## config.mk

```make
export PLATFORM = sky130hd
export DESIGN_NAME = ffha_ctrl
export DESIGN_NICKNAME = d
export VERILOG_FILES = /design/src/rtl/ffha_pkg.sv /design/src/rtl/ffha_ctrl.sv
export SDC_FILE = /design/constraint.sdc
export NUM_CORES = 1
export LEC_CHECK = 0
export ABC_AREA = 1
export BUFFER_PORTS_ARGS = -buffer_cell sky130_fd_sc_hd__buf_2
export CORE_MARGIN = 2
export CORE_UTILIZATION = 47
export CTS_CLUSTER_DIAMETER = 200
export DETAILED_ROUTE_END_ITERATION = 8
export PLACE_DENSITY = 0.94
export SETUP_SLACK_MARGIN = 0.2
export SYNTH_ARGS = -nofsm -noshare
export SYNTH_HDL_FRONTEND = slang
export SYNTH_SLANG_ARGS = --single-unit
```

## constraint.sdc

```tcl
create_clock -name clk -period 1.8 [get_ports clk]
set_input_delay 0.18 -clock clk [delete_from_list [all_inputs] [get_ports clk]]
set_output_delay 0.18 -clock clk [all_outputs]
set_load 0.02 [all_outputs]
```

## src/rtl/ffha_pkg.sv

```systemverilog
// Package: shared types, constants and codes for the first-fit heap allocator.
`default_nettype none
package ffha_pkg;
    localparam int MAX_BLOCKS_DEF   = 64;
    localparam int HEADER_BYTES_DEF = 16;

    localparam logic [1:0] ST_OK       = 2'd0;
    localparam logic [1:0] ST_NOFIT    = 2'd1;
    localparam logic [1:0] ST_ZERO     = 2'd2;
    localparam logic [1:0] ST_NOTFOUND = 2'd3;

    localparam logic KIND_ALLOC = 1'b0;
    localparam logic KIND_FREE  = 1'b1;

    localparam logic REG_HEAP_START = 1'b0;
    localparam logic REG_HEAP_SIZE  = 1'b1;

    typedef enum logic [3:0] {
        S_INIT,
        S_IDLE,
        S_PREP,
        S_SCAN,
        S_SCAN_WAIT,
        S_ALLOC_SHIFT,
        S_ALLOC_SHIFT_WAIT,
        S_ALLOC_WRITE,
        S_FREE_MARK,
        S_FREE_PREV,
        S_FREE_CHECK,
        S_FREE_NEXT,
        S_REMOVE,
        S_REMOVE_WAIT,
        S_DONE
    } state_t;

    // Controller to datapath
    typedef struct packed {
        logic init;      // rebuild table from config
        logic latch;     // capture input transaction
        logic prep;      // compute need, clear scan index
        logic rd_scan;   // issue read of entry at scan index
        logic step;      // advance scan index
        logic match;     // record hit at scan index
        logic sh_rd;     // read entry below shift index
        logic sh_wr;     // write read data one slot up (split)
        logic split_wr;  // write split-off remainder entry
        logic grant_whole; // write hit entry, mark in use
        logic fr_mark;   // mark freed block, update total, read previous entry
        logic fr_prev;   // merge into previous
        logic fr_rd_next; // read entry after hit
        logic fr_next;   // merge next
        logic fr_write;  // write merged entry back at hit
        logic rm_rd;
        logic rm_wr;
        logic finish;    // load result register
        logic fail;
    } cmd_t;

    // Datapath to controller
    typedef struct packed {
        logic       zero_req;
        logic       is_free;
        logic       scan_end;
        logic       hit;
        logic       do_split;
        logic       sh_end;
        logic       fr_bad;
        logic       prev_free;
        logic       next_free;
        logic       rm_end;
        logic [1:0] fail_code;
    } stat_t;
endpackage
`default_nettype wire

```

## src/rtl/ffha_ctrl.sv

```systemverilog
// Controller: sequences scan, split shift, merge and entry removal.
`default_nettype none
module ffha_ctrl (
    input  wire logic            clk,
    input  wire logic            rst_n,
    input  wire logic            cfg_we,
    input  wire logic            in_valid,
    output logic                 in_ready,
    output logic                 out_valid,
    input  wire logic            out_ready,
    input  wire ffha_pkg::stat_t stat,
    output ffha_pkg::cmd_t       cmd
);
    ffha_pkg::state_t state_reg, state_next;
    logic out_valid_reg, out_valid_next;
    logic merged_reg, merged_next;   // next merge done, only write-back pending

    always_comb
    begin
        state_next = state_reg;
        merged_next = merged_reg;
        case (state_reg)
            ffha_pkg::S_INIT: state_next = ffha_pkg::S_IDLE;
            ffha_pkg::S_IDLE:
                if (in_valid && !out_valid_reg) state_next = ffha_pkg::S_PREP;
            ffha_pkg::S_PREP:
                if (stat.zero_req) state_next = ffha_pkg::S_DONE;
                else state_next = ffha_pkg::S_SCAN;
            ffha_pkg::S_SCAN:
                if (stat.scan_end) state_next = ffha_pkg::S_DONE;
                else state_next = ffha_pkg::S_SCAN_WAIT;
            ffha_pkg::S_SCAN_WAIT:
                if (stat.hit) state_next = stat.is_free ? ffha_pkg::S_FREE_MARK :
                                                         ffha_pkg::S_ALLOC_SHIFT;
                else state_next = ffha_pkg::S_SCAN;
            ffha_pkg::S_ALLOC_SHIFT:
                if (!stat.do_split || stat.sh_end) state_next = ffha_pkg::S_ALLOC_WRITE;
                else state_next = ffha_pkg::S_ALLOC_SHIFT_WAIT;
            ffha_pkg::S_ALLOC_SHIFT_WAIT: state_next = ffha_pkg::S_ALLOC_SHIFT;
            // split write first, then the grant once the hit is cut down
            ffha_pkg::S_ALLOC_WRITE:
                if (!stat.do_split) state_next = ffha_pkg::S_DONE;
            ffha_pkg::S_FREE_MARK:
            begin
                merged_next = 1'b0;
                if (stat.fr_bad) state_next = ffha_pkg::S_DONE;
                else if (stat.prev_free) state_next = ffha_pkg::S_FREE_PREV;
                else state_next = ffha_pkg::S_FREE_CHECK;
            end
            ffha_pkg::S_FREE_PREV: state_next = ffha_pkg::S_REMOVE;
            ffha_pkg::S_FREE_CHECK:
                if (!merged_reg && stat.next_free) state_next = ffha_pkg::S_FREE_NEXT;
                else state_next = ffha_pkg::S_DONE;
            ffha_pkg::S_FREE_NEXT:
            begin
                merged_next = 1'b1;
                state_next = ffha_pkg::S_REMOVE;
            end
            ffha_pkg::S_REMOVE:
                if (stat.rm_end) state_next = ffha_pkg::S_FREE_CHECK;
                else state_next = ffha_pkg::S_REMOVE_WAIT;
            ffha_pkg::S_REMOVE_WAIT: state_next = ffha_pkg::S_REMOVE;
            ffha_pkg::S_DONE: state_next = ffha_pkg::S_IDLE;
            default: state_next = ffha_pkg::S_IDLE;
        endcase
        if (cfg_we) state_next = ffha_pkg::S_INIT;
    end

    always_comb
    begin
        cmd = '0;
        in_ready = (state_reg == ffha_pkg::S_IDLE) && !out_valid_reg && !cfg_we;
        case (state_reg)
            ffha_pkg::S_INIT: cmd.init = 1'b1;
            ffha_pkg::S_IDLE: cmd.latch = in_ready;
            ffha_pkg::S_PREP:
            begin
                cmd.prep = 1'b1;
                if (stat.zero_req) cmd.fail = 1'b1;
            end
            ffha_pkg::S_SCAN:
                if (stat.scan_end)
                begin
                    cmd.fail = 1'b1;
                end
                else
                begin
                    cmd.rd_scan = 1'b1;
                    cmd.step = 1'b1;
                end
            ffha_pkg::S_SCAN_WAIT:
                if (stat.hit) cmd.match = 1'b1;
            ffha_pkg::S_ALLOC_SHIFT:
                if (stat.do_split && !stat.sh_end) cmd.sh_rd = 1'b1;
            ffha_pkg::S_ALLOC_SHIFT_WAIT: cmd.sh_wr = 1'b1;
            ffha_pkg::S_ALLOC_WRITE:
                if (stat.do_split) cmd.split_wr = 1'b1;
                else cmd.grant_whole = 1'b1;
            ffha_pkg::S_FREE_MARK:
                if (stat.fr_bad) cmd.fail = 1'b1;
                else cmd.fr_mark = 1'b1;
            ffha_pkg::S_FREE_PREV: cmd.fr_prev = 1'b1;
            ffha_pkg::S_FREE_CHECK:
                if (!merged_reg && stat.next_free) cmd.fr_rd_next = 1'b1;
                else cmd.fr_write = 1'b1;
            ffha_pkg::S_FREE_NEXT: cmd.fr_next = 1'b1;
            ffha_pkg::S_REMOVE: cmd.rm_rd = 1'b1;
            ffha_pkg::S_REMOVE_WAIT: cmd.rm_wr = 1'b1;
            ffha_pkg::S_DONE: cmd.finish = 1'b1;
            default: cmd = '0;
        endcase
    end

    assign out_valid = out_valid_reg;

    always_comb
    begin
        out_valid_next = out_valid_reg;
        if (out_valid_reg && out_ready) out_valid_next = 1'b0;
        if (cmd.finish) out_valid_next = 1'b1;
    end

    always_ff @(posedge clk or negedge rst_n)
    begin
        if (!rst_n)
        begin
            state_reg <= ffha_pkg::S_INIT;
            out_valid_reg <= 1'b0;
            merged_reg <= 1'b0;
        end
        else
        begin
            state_reg <= state_next;
            out_valid_reg <= out_valid_next;
            merged_reg <= merged_next;
        end
    end
endmodule
`default_nettype wire

```

Yosys cells after proc, flatten, opt, wreduce, memory -nomap -nowiden
Index checks and enable logic that the tools add are counted.

Register bits after elaboration: 6. Latch bits: 0. Memory bits (writable): 0. ROM bits: 0. Bits of input ports: 17. Output and inout port bits: 21. Logic and storage cells: 80. Memories: 0.

Add/subtract/negate cells: 0. $mul: 0. Div/mod/pow operators: 0. $lt $le $gt $ge: 0. Eq/ne operators: 16. Shifts and indexed selects: 0. Muxes and demuxes: 44. Bitwise logic cells: 0. Reduce and logical (&&, ||, !) cells: 17.

Operators with widths (number): 4-bit case mux with 11 select lines (1); 4-bit == test, second input constant (7); 4-bit two-way mux (7); 1-bit two-way mux (27); 4-bit by 3-bit == test with 1-bit output, second input constant (4); 3-bit two-way mux (3); 4-bit by 2-bit == test with 1-bit output, second input constant (2); 2-bit two-way mux (4); 1-bit logical AND (6); 3-bit inequality test, second input constant (2); 1-bit zero test (5); 4-bit by 1-bit == test with 1-bit output, second input constant (1); 4-bit zero test (1); 2-bit nonzero test (2); 1-bit case mux with 3 select lines (1); 3-bit OR reduction (1); 1-bit case mux with 2 select lines (1); 2-bit AND reduction (1); 1-bit logical OR (1).

Logic depth before layout (Yosys ltp)
Depth in word-level cells: 5. Gate-level depth with buffers: 10. Mapped depth without buffers: 10.

Least setup slack after synthesis
OpenSTA, ideal clock, no wires.

Kind: reg2out. From: reg state_reg[2]. To: out cmd[15] (netlist name). Arrival time: 1482 ps. Required time: 1620 ps. Path slack: 138 ps. Cell stages (with the launch flop): 6. Buffers on the path: 2. Cells stage by stage: dfrtp_1 buf_6 nor2_4 inv_1 nor3_1 buf_4.

RTL lines: from (decl) (line ffha_ctrl.sv:14) `ffha_pkg::state_t state_reg, state_next;`; from (signal assigned) (line ffha_ctrl.sv:127) `state_reg <= ffha_pkg::S_INIT;`; from (signal assigned) (line ffha_ctrl.sv:133) `state_reg <= state_next;`; to (decl) (line ffha_ctrl.sv:12) `output ffha_pkg::cmd_t cmd`.

Final worst setup path
From: reg state_reg[1]. To: out in_ready.

Longest elaborated chain between the ends: 3.

RTL lines: 4-bit by 1-bit == test with 1-bit output (line ffha_ctrl.sv:72) `in_ready = (state_reg == ffha_pkg::S_IDLE) && !out_valid_reg && !cfg_we;`; 1-bit logical AND (2 in a row) (line ffha_ctrl.sv:72); to (decl) (line ffha_ctrl.sv:8) `output logic in_ready,`.

No other way between the ends.

==> flow_summary_export.csv <==
group,metric,value,unit
placement,place_ws,0.286,ns
power,ir_drop,0.887,mV
die,die_y,43.1,µm
sta,fin_crit_sh,90.8,%
min_path,min_path_cells,2,
die,num_rows,14,
routing,vias,1003,
sta,setup_tns,0,ns
placement,place.gp.congestion,0.919,
clock_network,clk_pin_slew,0.05,ns
synthesis,yosysUniqueCellTypes,24,
routing,routed_via_density,5.54,
power,p_per_area,995,nW/µm²
sta,fin_crit,1.63,ns
status,status,"finished clean",
placement,placed_cell_area,878,µm²
die,start_util,48.7,%
finish,largest_reg_flops,4,
die,ios,38,
synthesis,synthCells,125,
synthesis,syn-num-nets,142,
global_route,grt_max_degree,10,
power,comb_power_share,63.6,%
routing,first_iter_violations,57,
routing,routed_wl,2.36,mm
finish,num-nets-final,184,
power,p_switching,551,µW
sta,setup_violations,0,
finish,antennaDiodeCount,0,
min_path,worstHoldEndpoint,"out_valid",
clock_network,clk_path_buf_depth,2,
power,p_total,1.02,mW
power,leakagePower,0.629,nW
critical_path,cp-end-kind,"output port",
critical_path,critPathKind,"flip-flop to output port",
sta,worst_pin_slew,0.322,ns
global_route,grt_util_all_layers,24.0,%
critical_path,cp_slowest_cell,"dfrtp_2",
global_route,grt_pass1_vias,807,
finish,layout_commonest_cell,"buf_2",
clock_network,clock_sinks,6,
power,p_clk_share,12.8,%
finish,final_cell_area,1020,µm²
die,die_w,43.1,µm
die,dieArea,1850,µm²
global_route,overflow,0,
critical_path,startpoint_type,"flip-flop",
finish,layout-drive-gt1-share,43.6,%
finish,layout_common_cells,"buf_2, nand2_1, nor2_1, inv_1, nand3_1",
synthesis,synth_seq_area_share,20.9,%
power,intPower,465,µW
critical_path,cp_cell_sequence,"nor2_2 > inv_2 > nor4_1 > buf_2",
critical_path,ff2ff_setup_slack,0.37,ns
placement,hpwl,1.56,mm
min_path,holdCritPathClass,"primary input to flip-flop",
critical_path,slowest_delay,0.48,ns
clock_network,insertion_delay,0.26,ns
sta,slew_headroom,78.3,%
routing,wl_per_cell,13.0,µm
critical_path,critPathTopFamily,"flip-flops",
power,seqPwrFrac,23.6,%
sta,drv_slew,0,
finish,syn_to_final_growth,42.4,%
placement,numPortBuffers,35,
routing,drt_first_pass_iters,4,
routing,ant_nets,0,
synthesis,ys_ff_latch,6,
sta,setup_ws,0.165,ns
sta,clock_skew,0.0139,ns
power,switching_share,54.2,%
synthesis,synth.avg_cell_area,5.74,µm²
clock_network,cts_tree,"built",
routing,drc,0,
clock_network,cts-root-buf,"clkbuf_4",
critical_path,reg2reg_from,"state_reg[2]",
clock_network,htree_levels,1,
critical_path,worst-path-buf-inv,2,
flow_run,max_cap_violations,0,
die,core,1470,µm²
finish,fill_cells,125,
global_route,grt_pass1_wl,3.28,mm
sta,timing.fmax,612,MHz
synthesis,ys_warn_count,0,
global_route,antenna_found_initial,0,
critical_path,crit_fanout,8,
synthesis,syn_area,717,µm²
critical_path,critPathArrivalTime,1.45,ns
sta,rsz0062_at_grt,"true",
sta,hold_viol,0,
critical_path,setup.worst_path.start,"state_reg[1]",
critical_path,crit_required,1.62,ns
min_path,min-delay-start,"out_ready",
critical_path,reg2reg_to,"state_reg[0]",
critical_path,rr_worst_depth,9,
clock_network,cts_buffers,3,
==> power groups by stage <==
stage / logic, mW / clock network, mW / registers, mW
after floorplan: 0.419 / 0 / 0.187
after global placement: 0.503 / 0 / 0.217
after detailed placement: 0.510 / 0 / 0.220
after CTS: 0.546 / 0.130 / 0.217
after global routing: 0.688 / 0.144 / 0.241
final: 0.646 / 0.130 / 0.240
==> per-layer routing <==
metal / share of wire (%) / GRT usage [%] / vias to the layer above
li1: - / - / 471
met1: 37 / 28.9 / 463
met2: 51 / 39.7 / 63
met3: 9.7 / 8.51 / 6
met4: 2.1 / 7.88 / 0
met5: 0 / 0 / -
==> cell usage after synthesis <==
cell,n,area [µm²]
nor2_2,3,18.8
inv_2,1,3.75
nand3_1,9,45.0
nor2_1,26,97.6
a21oi_1,2,10.0
nand2_1,30,113
o21ai_0,3,15.0
nand4_1,2,12.5
nand2_2,1,6.26
inv_1,18,67.6
nor3_1,6,30.0
nand3b_1,2,15.0
buf_2,1,5.00
nand2_4,2,22.5
clkinv_1,1,3.75
a21oi_2,1,8.76
o22ai_1,1,6.26
dfrtp_1,6,150
buf_6,1,11.3
nor2_4,2,22.5
o21a_1,1,7.51
buf_4,3,22.5
nor4_1,2,12.5
nand3_2,1,10.0
==> kinds of logic (layout without fill, tap and decap cells) <==
group | after synthesis | after routing | share of synthesized area [%]
flip-flops | 6 | 6 | 20.9
buffers and inverters | 25 | 65 | 15.9
AND/OR/NAND/NOR | 86 | 86 | 56.5
AO/OA/AOI/OAI | 8 | 8 | 6.63
==> timing repair <==
action,in CTS,in global routing
endpoints found under the hold margin,6,0
buffers inserted,2,4
resized for setup,7,18
setup endpoints to repair,11,8
gates cloned,0,0
hold buffers,1,0
pin swaps,0,3
==> final cells by class <==
| class | count | area (µm²) | share of cell area [%] |
|---|---|---|---|
| flip-flops and latches | 6 | 155 | 15.2 |
| clock buffers | 3 | 22.5 | 2.21 |
| multi-input cells | 94 | 504 | 49.4 |
| well taps | 16 | 20.0 | 1.96 |
| inverters | 20 | 80.1 | 7.84 |
| repair buffers | 42 | 239 | 23.4 |
==> worst max path at each step <==
stage                    end  slack (ns)  cells past startpoint
finish              in_ready        0.17                      4
global route        in_ready        0.11                      4
CTS                   cmd[0]        0.18                      6
detailed placement    cmd[0]        0.29                      6
global placement      cmd[0]        0.35                      6
floorplan            cmd[17]        0.21                      4
==> metrics by stage <==
stage | util, % | hold WS [ns] | cells
after global placement | 59.7 | 0.00702 | 171
after global routing | 69.4 | 0.111 | 181
final | 69.4 | 0.124 | 181
after CTS | 63.5 | 0.118 | 177
after floorplan | - | -0.116 | 125
after detailed placement | 59.7 | 0.0101 | 171
No activity file was read; power rests on OpenSTA's default activity.
